<file path="src/hdl/pn2d_pkg.sv">
// Shared types and constants for the 2D gradient noise pixel unit.
// No dependencies; every other file in hdl/ imports this package.
package pn2d_pkg;

    // Field widths
    localparam int COORD_W = 12;
    localparam int DIM_W   = 13;
    localparam int SCALE_W = 16;
    localparam int NOISE_W = 19;
    localparam int CFG_W   = 16;
    localparam int CFG_IDX_W = 2;

    // Fixed-point layout of the lattice position
    localparam int FRAC_W       = 16;
    localparam int ONE_Q16      = 65536;
    localparam int POS_SHIFT    = 24;
    localparam int LATTICE_SIZE = 256;
    localparam int CELL_W       = $clog2(LATTICE_SIZE);
    localparam int QUO_W        = CELL_W + FRAC_W;
    localparam int DIV_STEPS    = COORD_W + POS_SHIFT;

    // Largest map dimension honored when flagging the final pixel
    localparam int MAX_DIMENSION = 4096;

    // Fade polynomial coefficients
    localparam int FADE_K6      = 6;
    localparam int FADE_K15     = 15;
    localparam int FADE_K10_Q16 = 10 * ONE_Q16;
    localparam int FADE_W       = FRAC_W + 1;

    // Permutation multiplier
    localparam logic [CELL_W-1:0] PERM_MUL = CELL_W'(17);

    // Register indexes of the configuration port
    localparam logic [CFG_IDX_W-1:0] REG_MAP_WIDTH   = 2'd0;
    localparam logic [CFG_IDX_W-1:0] REG_MAP_HEIGHT  = 2'd1;
    localparam logic [CFG_IDX_W-1:0] REG_NOISE_SCALE = 2'd2;

    // Reset values of the configuration registers
    localparam logic [DIM_W-1:0]   RST_MAP_WIDTH   = 13'd256;
    localparam logic [DIM_W-1:0]   RST_MAP_HEIGHT  = 13'd256;
    localparam logic [SCALE_W-1:0] RST_NOISE_SCALE = 16'd256;

    // Result status codes
    typedef enum logic [1:0] {
        STATUS_OK        = 2'd0,
        STATUS_BAD_DIMS  = 2'd1,
        STATUS_BAD_SCALE = 2'd2
    } status_t;

    // Control sideband that travels alongside each word
    typedef struct packed {
        logic    valid;
        status_t status;
        logic    last;
    } side_t;

    // Lattice permutation: (17 * i) mod LATTICE_SIZE
    function automatic logic [CELL_W-1:0] perm(input logic [CELL_W-1:0] i);
        return PERM_MUL * i;
    endfunction

endpackage

</file>
<file path="src/hdl/pn2d_fade.sv">
// Three-stage pipeline for the quintic fade 6t^5 - 15t^4 + 10t^3 in Q.16.
// Depends on pn2d_pkg; instantiated twice by perlin_noise_2d_pixel_unit.
module pn2d_fade (
    input  logic                        clk,
    input  logic [pn2d_pkg::FRAC_W-1:0] t,
    output logic [pn2d_pkg::FADE_W-1:0] fade
);
    import pn2d_pkg::*;

    localparam int SQ_W  = 2 * FRAC_W;
    localparam int CUB_W = 3 * FRAC_W;
    localparam int SIX_W = SQ_W + 3;
    localparam int QH_W  = 21;
    localparam int QV_W  = 20;
    localparam int PR_W  = SQ_W + QV_W;

    logic [FRAC_W-1:0] t_reg;
    logic [SQ_W-1:0]   t2_reg;
    logic [SQ_W-1:0]   t3_reg;
    logic [QV_W-1:0]   qh_reg;
    logic [FADE_W-1:0] fade_reg;

    logic [CUB_W-1:0]  t3_full;
    logic [SIX_W-1:0]  six_t2;
    logic [QH_W-1:0]   qh_next;
    logic [PR_W-1:0]   prod;

    // Stage 1: square
    always_ff @(posedge clk)
    begin
        t_reg  <= t;
        t2_reg <= SQ_W'(t) * SQ_W'(t);
    end

    // Stage 2: cube scaled down, and the quadratic factor scaled down
    always_comb
    begin
        t3_full = CUB_W'(t2_reg) * CUB_W'(t_reg);
        six_t2  = SIX_W'(t2_reg) * SIX_W'(FADE_K6);
        qh_next = QH_W'(six_t2 >> FRAC_W) + QH_W'(FADE_K10_Q16)
                  - QH_W'(t_reg) * QH_W'(FADE_K15);
    end

    always_ff @(posedge clk)
    begin
        t3_reg <= t3_full[CUB_W-1:FRAC_W];
        qh_reg <= qh_next[QV_W-1:0];
    end

    // Stage 3: final product, keep the Q.16 result
    assign prod = PR_W'(t3_reg) * PR_W'(qh_reg);

    always_ff @(posedge clk)
    begin
        fade_reg <= prod[SQ_W+FADE_W-1:SQ_W];
    end

    assign fade = fade_reg;

endmodule

</file>
<file path="config.mk">
export PLATFORM = sky130hd
export DESIGN_NAME = pn2d_fade
export DESIGN_NICKNAME = d
export VERILOG_FILES = /design/src/hdl/pn2d_pkg.sv /design/src/hdl/pn2d_fade.sv
export SDC_FILE = /design/constraint.sdc
export NUM_CORES = 2
export LEC_CHECK = 0
export BUFFER_PORTS_ARGS = -buffer_cell sky130_fd_sc_hd__buf_2
export CORE_UTILIZATION = 30
export CTS_CLUSTER_SIZE = 30
export DETAILED_ROUTE_END_ITERATION = 16
export PLACE_DENSITY = 0.45
export SYNTH_ARGS = -nofsm -noshare
export SYNTH_HDL_FRONTEND = slang
export SYNTH_SLANG_ARGS = --single-unit
</file>
<file path="constraint.sdc">
create_clock -name clk -period 10.2 [get_ports clk]
set_clock_uncertainty 0.15 [all_clocks]
set_input_delay 2.04 -clock clk [delete_from_list [all_inputs] [get_ports clk]]
set_output_delay 2.04 -clock clk [all_outputs]
set_load 0.1 [all_outputs]
</file>
==> results.txt <==
CP startpoint kind = flop
final instance area = 0.04997 mm^2
Fmax achieved = 123.7 MHz
accumulated negative setup slack = 0 ns
I/O pin total = 34
routed len/inst = 18.23 um
overall routed net length = 130.2 mm
instance area after placement = 0.04936 mm^2
launch point of the worst path = t3_reg[17]$_DFF_P_
count of hold buffers inserted by post-cts repair = 0
synthesis-stage register bit count = 115
DIE WIDTH = 397.5 um
residual antenna-violating net count after detailed routing = 0
ratio of cells with drive above 1 in the final layout = 3.373%
detailed-router iteration count before antenna repair = 7
number of enable-type register cells in the synthesized netlist = 0
number of global-route vias before repair = 35850
library cell with the highest instance count after synthesis = sky130_fd_sc_hd__inv_1
startpoint of the worst register-to-register path = t3_reg[17]$_DFF_P_
sequential-to-total area share from yosys stat = 4.906%
die outline area = 0.1580 mm^2
routability cong. = 0.8206
setup slack of the most critical reg-to-reg path = 2.12 ns
number of antenna violations at the first check in global routing = 3
count of pins over their slew limit = 0
flip-flop count of the largest register after layout = 32
final net count = 6688
layout overhead on the synthesized area = 6.485%
CP required = 10.50 ns
reg2reg end = fade[15]$_DFF_P_
clk sink count = 115
type of element capturing the critical path = flop
area of the mapped netlist = 0.04692 mm^2
antenna diode count = 0
run status = complete, no violations
detailed placement HPWL = 100.5 mm
initial cell density of the core = 30.35%
count of cells resized by post-cts repair = 0
Reg clk slew, reported paths = 0.07 ns
Overall Global Routing Usage = 17.33%
most common flop cell mapped by yosys = sky130_fd_sc_hd__dfxtp_1
area of the placeable core = 0.1546 mm^2
slew of the pin with the lowest slew margin = 1.172 ns
unique cell type count in the Yosys netlist = 67
clock tree from TritonCTS = yes
total DRC errors in the routed layout = 0
max-cap viol count = 0
number of warning messages in the yosys log = 0
setup repair after global routing missed its margin = false
Hold Path Class = reg2reg
hold worst-path end = fade[16]$_DFF_P_
global-route wire length before repair = 209.3 mm
worst setup path class = reg2reg
final count of hold timing violations = 0
main area contributors after synthesis = sky130_fd_sc_hd__fa_1 (49%), sky130_fd_sc_hd__ha_1 (12%), sky130_fd_sc_hd__inv_1 (11%)
CTS max path bufs = 2
maximum number of pins on one net before global-route repair = 35
Arrival @ worst endpoint = 8.38 ns
cell count after synthesis = 5181
number of inserted filler cells in the final layout = 16440
violation count after the first detailed-routing iteration = 1352
number of buffers added by the clock tree synthesis step = 17
min-delay src = t3_reg[31]$_DFF_P_
IO Port Bufs = 33
via total after detailed routing = 32260
CP max FO = 20
post-synthesis area per instance = 9.057 um^2
per-cell via count in the routed design = 4.516
Hold Path Stages = 6
worst max-slew margin expressed relative to the limit = 21.75%
largest area contributor in the netlist = sky130_fd_sc_hd__fa_1
final global-route overflow total = 0
final worst path period need = 8.082 ns
Tcrit/Tclk final = 79.23%
total number of placement rows = 144
Root Buffer = sky130_fd_sc_hd__clkbuf_16
worst r2r path cells = 22
CTS H-tree depth = 4
post-CTS setup buffer count = 0
Clk Latency, worst-skew pair = 0.52 ns
Post-synth ARST share = 0%
total setup violations reported at the end of the flow = 0
DIE HEIGHT = 397.5 um
top cell type's share of synthesized area = 49.06%
Commonest cells post-synth = sky130_fd_sc_hd__inv_1 (1316), sky130_fd_sc_hd__fa_1 (1150), sky130_fd_sc_hd__nand2_1 (765)
-- final cells by class --
type	instances	area, um^2	share of cell area, %
clock buffers	19	452.9	0.9065
repair buffers	100	668.1	1.337
inverters	1317	4943	9.894
well taps	2044	2557	5.118
clock inverters	13	151.4	0.3030
flip-flops and latches	115	2318	4.640
multi-input cells	3535	38870	77.80
-- metrics by stage --
stage | instances | util, % | hold slack, ns | worst slack [ns]
after floorplan | 5184 | - | 0.5728 | 2.362
after global placement | 7111 | 31.93 | 0.9289 | 1.768
final | 7143 | 32.32 | 0.9397 | 2.118
after global routing | 7143 | 32.32 | 1.041 | 1.706
after detailed placement | 7111 | 31.93 | 0.9398 | 1.796
after CTS | 7143 | 32.32 | 0.9664 | 2.078
-- logic make-up after synthesis --
logic type	count (synthesis)	synth area share, %
AND/OR/NAND/NOR	1501	15.29
buffers and inverters	1534	12.27
multiplexers	3	0.06933
other	2	0.01601
AO/OA/AOI/OAI	323	4.584
flip-flops	115	4.906
adder cells (fa/ha/maj)	1585	60.66
XOR/XNOR	118	2.203
-- worst max-delay path: stages (launching register included) --
cell and delay [ns]:
sky130_fd_sc_hd__dfxtp_1 1.09, sky130_fd_sc_hd__and2_1 0.29, sky130_fd_sc_hd__fa_1 0.43, sky130_fd_sc_hd__fa_1 0.52, sky130_fd_sc_hd__inv_1 0.05, sky130_fd_sc_hd__fa_1 0.47, sky130_fd_sc_hd__inv_1 0.05, sky130_fd_sc_hd__fa_1 0.48
sky130_fd_sc_hd__fa_1 0.51, sky130_fd_sc_hd__fa_1 0.51, sky130_fd_sc_hd__inv_1 0.06, sky130_fd_sc_hd__fa_1 0.48, sky130_fd_sc_hd__inv_1 0.04, sky130_fd_sc_hd__ha_1 0.34, sky130_fd_sc_hd__nand4_1 0.24, sky130_fd_sc_hd__or3_1 0.51
sky130_fd_sc_hd__nor3_1 0.17, sky130_fd_sc_hd__o21a_1 0.38, sky130_fd_sc_hd__o21a_1 0.33, sky130_fd_sc_hd__nor2_1 0.13, sky130_fd_sc_hd__o31a_1 0.35, sky130_fd_sc_hd__o31ai_1 0.30, sky130_fd_sc_hd__xnor2_1 0.15
-- cells in the final DEF, fill, tap and decap left out, drive strengths merged, types with 6 or more instances in the layout --
cell type	count
a21boi	8
xor2	34
xnor2	84
o21ai	49
o21a	13
nor2b	15
ha	435
a211oi	9
fa	1150
o31ai	6
and2	495
nand2b	7
a21oi	102
nor2	115
clkbuf	19
o21bai	15
and3	16
inv	1319
a31oi	8
a21o	64
nand3	27
nand4	17
nor3	17
buf	100
dfxtp	115
a31o	7
nand2	765
-- worst max path at each step --
| stage | end | slack [ns] | cells after the start |
|---|---|---|---|
| floorplan | t2_reg[31]$_DFF_P_ | 2.36 | 21 |
| global placement | t2_reg[31]$_DFF_P_ | 1.77 | 23 |
| detailed placement | t2_reg[31]$_DFF_P_ | 1.80 | 23 |
| CTS | fade[15]$_DFF_P_ | 2.08 | 24 |
| global route | fade[15]$_DFF_P_ | 1.71 | 24 |
| finish | fade[15]$_DFF_P_ | 2.12 | 22 |
-- layer usage --
layer  share of wire [%]  track usage [%]  up-vias
met5                   0                0        -
met4                 2.1            4.107        0
met3                 4.0            2.171      107
met2                  44            27.29      544
met1                  50            25.13    16740
li1                    -                -    14870
Power is left out: the tool's default activity adds up to more than one toggle a clock period on the data nets, which glitch-free logic cannot reach.
