==> src/hdl/pn2d_pkg.sv <==
// Shared types and constants for the 2D gradient noise pixel unit.
// No dependencies; every other file in hdl/ imports this package.
package pn2d_pkg;

    // Field widths
    localparam int COORD_W = 12;
    localparam int DIM_W   = 13;
    localparam int SCALE_W = 16;
    localparam int NOISE_W = 19;
    localparam int CFG_W   = 16;
    localparam int CFG_IDX_W = 2;

    // Fixed-point layout of the lattice position
    localparam int FRAC_W       = 16;
    localparam int ONE_Q16      = 65536;
    localparam int POS_SHIFT    = 24;
    localparam int LATTICE_SIZE = 256;
    localparam int CELL_W       = $clog2(LATTICE_SIZE);
    localparam int QUO_W        = CELL_W + FRAC_W;
    localparam int DIV_STEPS    = COORD_W + POS_SHIFT;

    // Largest map dimension honored when flagging the final pixel
    localparam int MAX_DIMENSION = 4096;

    // Fade polynomial coefficients
    localparam int FADE_K6      = 6;
    localparam int FADE_K15     = 15;
    localparam int FADE_K10_Q16 = 10 * ONE_Q16;
    localparam int FADE_W       = FRAC_W + 1;

    // Permutation multiplier
    localparam logic [CELL_W-1:0] PERM_MUL = CELL_W'(17);

    // Register indexes of the configuration port
    localparam logic [CFG_IDX_W-1:0] REG_MAP_WIDTH   = 2'd0;
    localparam logic [CFG_IDX_W-1:0] REG_MAP_HEIGHT  = 2'd1;
    localparam logic [CFG_IDX_W-1:0] REG_NOISE_SCALE = 2'd2;

    // Reset values of the configuration registers
    localparam logic [DIM_W-1:0]   RST_MAP_WIDTH   = 13'd256;
    localparam logic [DIM_W-1:0]   RST_MAP_HEIGHT  = 13'd256;
    localparam logic [SCALE_W-1:0] RST_NOISE_SCALE = 16'd256;

    // Result status codes
    typedef enum logic [1:0] {
        STATUS_OK        = 2'd0,
        STATUS_BAD_DIMS  = 2'd1,
        STATUS_BAD_SCALE = 2'd2
    } status_t;

    // Control sideband that travels alongside each word
    typedef struct packed {
        logic    valid;
        status_t status;
        logic    last;
    } side_t;

    // Lattice permutation: (17 * i) mod LATTICE_SIZE
    function automatic logic [CELL_W-1:0] perm(input logic [CELL_W-1:0] i);
        return PERM_MUL * i;
    endfunction

endpackage

==> src/hdl/pn2d_divider.sv <==
// Pipelined restoring divider: (coord << POS_SHIFT) / scale, one quotient bit per stage.
// Depends on pn2d_pkg; instantiated twice by perlin_noise_2d_pixel_unit.
module pn2d_divider (
    input  logic                         clk,
    input  logic [pn2d_pkg::COORD_W-1:0] coord,
    input  logic [pn2d_pkg::SCALE_W-1:0] scale,
    output logic [pn2d_pkg::QUO_W-1:0]   quotient
);
    import pn2d_pkg::*;

    logic [SCALE_W-1:0] rem_reg [DIV_STEPS-1];
    logic [QUO_W-1:0]   quo_reg [DIV_STEPS];
    logic [COORD_W-1:0] crd_reg [COORD_W-1];

    for (genvar k = 0; k < DIV_STEPS; k++) begin : g_step
        logic [SCALE_W-1:0] rem_in;
        logic [QUO_W-1:0]   quo_in;
        logic               dbit;
        logic [SCALE_W:0]   shifted;
        logic [SCALE_W:0]   diff;
        logic               ge;

        // Partial remainder and quotient from the previous stage
        if (k == 0) begin : g_first
            assign rem_in = '0;
            assign quo_in = '0;
        end
        else begin : g_next
            assign rem_in = rem_reg[k-1];
            assign quo_in = quo_reg[k-1];
        end

        // Dividend bit: coordinate bits first, then the zeros of the shift
        if (k == 0) begin : g_bit_first
            assign dbit = coord[COORD_W-1];
        end
        else if (k < COORD_W) begin : g_bit_coord
            assign dbit = crd_reg[k-1][COORD_W-1-k];
        end
        else begin : g_bit_zero
            assign dbit = 1'b0;
        end

        // Trial subtraction
        assign shifted = {rem_in, dbit};
        assign diff    = shifted - {1'b0, scale};
        assign ge      = (shifted >= {1'b0, scale});

        always_ff @(posedge clk)
        begin
            quo_reg[k] <= {quo_in[QUO_W-2:0], ge};
        end

        if (k < DIV_STEPS - 1) begin : g_rem
            always_ff @(posedge clk)
            begin
                rem_reg[k] <= ge ? diff[SCALE_W-1:0] : shifted[SCALE_W-1:0];
            end
        end

        // Carry the coordinate while its bits are still needed
        if (k == 0) begin : g_crd_first
            always_ff @(posedge clk)
            begin
                crd_reg[k] <= coord;
            end
        end
        else if (k < COORD_W - 1) begin : g_crd_next
            always_ff @(posedge clk)
            begin
                crd_reg[k] <= crd_reg[k-1];
            end
        end
    end

    assign quotient = quo_reg[DIV_STEPS-1];

endmodule

==> config.mk <==
export PLATFORM = sky130hd
export DESIGN_NAME = pn2d_divider
export DESIGN_NICKNAME = d
export VERILOG_FILES = /design/src/hdl/pn2d_pkg.sv /design/src/hdl/pn2d_divider.sv
export SDC_FILE = /design/constraint.sdc
export NUM_CORES = 2
export LEC_CHECK = 0
export ABC_AREA = 0
export BUFFER_PORTS_ARGS = -buffer_cell sky130_fd_sc_hd__buf_2
export CAP_MARGIN = 10
export CORE_AREA = 2 2 340 376
export DETAILED_ROUTE_END_ITERATION = 16
export DIE_AREA = 0 0 342 378
export MAX_ROUTING_LAYER = met4
export SLEW_MARGIN = 20
export SYNTH_ARGS = -nofsm -noshare
export SYNTH_HDL_FRONTEND = slang
export SYNTH_SLANG_ARGS = --single-unit
==> constraint.sdc <==
create_clock -name clk -period 4.75 [get_ports clk]
set_input_delay 0.95 -clock clk [delete_from_list [all_inputs] [get_ports clk]]
set_output_delay 0.95 -clock clk [all_outputs]
set_load 0.1 [all_outputs]
==> qor.csv <==
stage;metric;value;unit
status;status;finished, final reports clean;
setup_path;cp.arrival;4.41;ns
clock_network;cts_max_level;3;
layout;largest_register_ffs;560;
setup_path;path_class;in -> reg;
placement;hpwlAfterDp;90.9;mm
clock_network;post-cts-setup-buffer-count;0;
sta;max_slew.worst_pin.slew;1.09;ns
clock_network;cts_root_buffer;clkbuf_16;
die;core_area;126000;um^2
synth;synth_nets;5826;
power_and_ir_drop;clkPwrFrac;18.5;%
layout;diodes;0;
clock_network;clock_path_buffers;3;
global_route;grt_first_pass_wirelength;196;mm
setup_path;reg2reg_depth;10;
setup_path;cp.required;5.36;ns
die;ios;53;
layout;fin_nets;5996;
global_route;grt_max_degree;31;
drt;drcViolationCount;0;
synth;synth_warnings;0;
synth;async_reset_ff_share;0;%
layout;syn2layout_area_growth;13.3;%
drt;vias_per_cell;5.39;
global_route;grt_antenna_before_repair;2;
setup_path;reg2reg_slack;1.43;ns
synth;synth.ff_latch_count;926;
hold_path;hold_path_depth;0;
drt;wire_per_inst;17.3;um
setup_path;r2r-start;rem_reg[17][1]$_DFF_P_;
die;die_area;129000;um^2
setup_path;end_kind;flip-flop;
synth;synth_cells;5202;
global_route;gr-total-overflow;0;
placement;place_congestion;0.892;
layout;layout-drive-gt1-share;13.6;%
global_route;grt_pass1_vias;37466;
die;die_h;378;um
power_and_ir_drop;p_sw;18100;uW
synth;ys_types;89;
sta;final_hold_viol_count;0;
clock_network;clk_pin_slew;0.06;ns
power_and_ir_drop;comb_power_share;52.2;%
setup_path;reg2reg_to;rem_reg[18][12]$_DFF_P_;
synth;syn_area;49900;um^2
hold_path;min_to;crd_reg[1][9]$_DFF_P_;
synth;seq_area_frac_synth;37.1;%
power_and_ir_drop;p_int;28100;uW
drt;routed-via-count;38412;
power_and_ir_drop;irDropWorstVdd;0.415;mV
sta;skew;0.0207;ns
layout;seq_area;18500;um^2
run;maxCapViolCount;0;
sta;setup_viol;0;
power_and_ir_drop;p_seq_share;29.2;%
die;initial_core_util;39.7;%
placement;portBuffers;52;
hold_path;hold_path.class;reg -> reg;
placement;dp_slack;0.221;ns
drt;drt_first_pass_iters;5;
layout;fillers;12050;
clock_network;insertion_delay;0.72;ns
drt;ant_nets;0;
sta;max_slew_margin;26.7;%
synth;synth-edff-count;0;
clock_network;numCtsBuffers;103;
synth;synth_flop_cell;dfxtp_1;
drt;drt_iter0_markers;2090;
sta;clock.fmax;263;MHz
clock_network;cts-resized-gates;0;
synth;avgSynthCellArea;9.60;um^2
power_and_ir_drop;p_leak;0.0245;uW
drt;drt_wl_total;123;mm
sta;fin_crit_sh;80.0;%
power_and_ir_drop;power_density;816;nW/um^2
sta;final_max_slew_viol_count;0;
setup_path;critPathLaunchType;input pin;
sta;rsz0062_at_grt;no;
clock_network;cts_tree;built;
clock_network;holdBufCountCts;0;
hold_path;holdCritStartpoint;crd_reg[0][9]$_DFF_P_;
sta;setup_tns;0;ns
power_and_ir_drop;netSwitchingFraction;39.2;%
sta;setup_ws;0.949;ns
die;rows;137;
clock_network;cts.sinks;926;
global_route;track_usage;19.3;%
sta;min_period;3.80;ns
layout;multi_input_area;30400;um^2
die;die_w;342;um
setup_path;critPathMaxFanout;29;
-- per-stage QoR --
| stage | hold slack [ns] | std cells | area (um^2) | power (uW) | util, % |
|---|---|---|---|---|---|
| 2_1_floorplan | 0.310 | 5202 | 50000 | 32500 | - |
| 3_3_place_gp | 0.310 | 6935 | 52900 | 37300 | 42.1 |
| 3_5_place_dp | 0.312 | 6935 | 52900 | 37600 | 42.1 |
| 4_1_cts | 0.261 | 7123 | 56600 | 46500 | 45.0 |
| 5_1_grt | 0.291 | 7123 | 56600 | 49900 | 45.0 |
| 6_report | 0.317 | 7123 | 56600 | 46200 | 45.0 |
-- cell families after synthesis --
| family | share of synthesized area, % |
|---|---|
| fa+ha+maj | 15.4 |
| flops | 37.1 |
| compound gates | 17.1 |
| mux | 8.26 |
| simple gates | 13.6 |
| xor+xnor | 6.37 |
| buf+inv | 2.13 |
-- critical path, cell delays in order --
cell	delay (ns)
buf_2	0.18
clkinvlp_4	0.26
buf_12	0.24
buf_4	0.17
ha_1	0.32
nor2b_1	0.13
o21ai_0	0.21
a21boi_0	0.17
o31ai_1	0.28
buf_4	0.19
a21oi_1	0.11
o21ai_2	0.77
mux2_2	0.41
-- metal layers --
layer | track usage, % | up-vias | routed length (um)
li1 | - | 19391 | -
met1 | 23.5 | 18072 | 55600
met2 | 32.7 | 701 | 58600
met3 | 2.38 | 248 | 4870
met4 | 6.79 | 0 | 3880
met5 | - | - | 0
-- how the worst max path moves through the flow --
stage,start,to,depth (start not counted)
4_1_cts,scale[1],rem_reg[15][4]$_DFF_P_,13
3_3_place_gp,scale[1],rem_reg[15][4]$_DFF_P_,13
6_report,scale[1],rem_reg[15][4]$_DFF_P_,13
2_1_floorplan,scale[1],rem_reg[1][10]$_DFF_P_,13
5_1_grt,scale[1],rem_reg[15][4]$_DFF_P_,13
3_5_place_dp,scale[1],rem_reg[15][4]$_DFF_P_,13
-- area by class of cell --
cell class,instances,area share (%)
clock buffers,133,5.00
repair buffers,155,2.23
flip-flops and latches,926,32.8
multi-input cells,4015,53.7
inverters,171,1.14
clock inverters,55,1.43
well taps,1668,3.69
-- power groups by stage --
| stage | Sequential [uW] | Clock (uW) | Combinational, uW |
|---|---|---|---|
| 2_1_floorplan | 13600 | 0 | 18900 |
| 3_3_place_gp | 13700 | 0 | 23600 |
| 3_5_place_dp | 13700 | 0 | 23900 |
| 4_1_cts | 13600 | 8840 | 24100 |
| 5_1_grt | 13900 | 9130 | 26900 |
| 6_report | 13500 | 8560 | 24100 |
-- cells in the mapped netlist, types with 10 or more instances --
library cell,n,share of area (%)
a2111oi_0,17,0.30
o21bai_1,26,0.39
nor3b_1,11,0.17
or2_2,36,0.45
a21oi_1,332,3.3
xnor2_1,219,3.8
nand2_1,348,2.6
inv_1,171,1.3
fa_1,34,1.4
nor2b_1,94,1.2
o21ai_1,11,0.11
nor3_1,130,1.3
ha_1,561,14
a31oi_1,39,0.49
a21o_1,143,2.2
o41ai_1,24,0.42
or4_1,12,0.18
nand4_1,79,0.99
and2_1,36,0.45
mux2_2,313,7.1
xor2_1,144,2.5
buf_2,29,0.29
o31a_1,28,0.49
nor2_1,329,2.5
and3_1,19,0.24
a211o_1,20,0.35
a21boi_0,20,0.30
o211ai_1,22,0.33
clkbuf_1,49,0.37
mux2i_1,38,0.76
or3_1,45,0.56
o21a_1,86,1.3
mux2_1,10,0.23
dfxtp_1,926,37
a211oi_1,67,1.0
nand3b_1,10,0.15
nand3_1,114,1.1
nor4_1,43,0.54
o311ai_0,18,0.32
o21ai_0,285,2.9
o31ai_1,61,0.92
nand2b_1,56,0.70
-- placed cells by master, fill, tap and decap left out, types with 20 or more instances in the layout --
master and count:
mux2_2 313, o211ai_1 22, a211o_1 20, mux2i_1 38
nor2_1 329, or2_2 36, xnor2_1 219, o21a_1 86
dfxtp_1 926, clkbuf_16 104, nand3_1 114, o31a_1 28
nor4_1 42, and2_1 36, nand4_1 79, o21bai_1 26
nand2_1 348, buf_4 86, a21o_1 143, o41ai_1 23
ha_1 558, a211oi_1 67, nor2b_1 94, o31ai_1 61
o21ai_0 284, inv_1 155, nor3_1 130, a21oi_1 332
a21boi_0 20, xor2_1 144, buf_2 51, fa_1 34
nand2b_1 56, or3_1 45, a31oi_1 39
No activity file was read; power rests on OpenSTA's default activity.
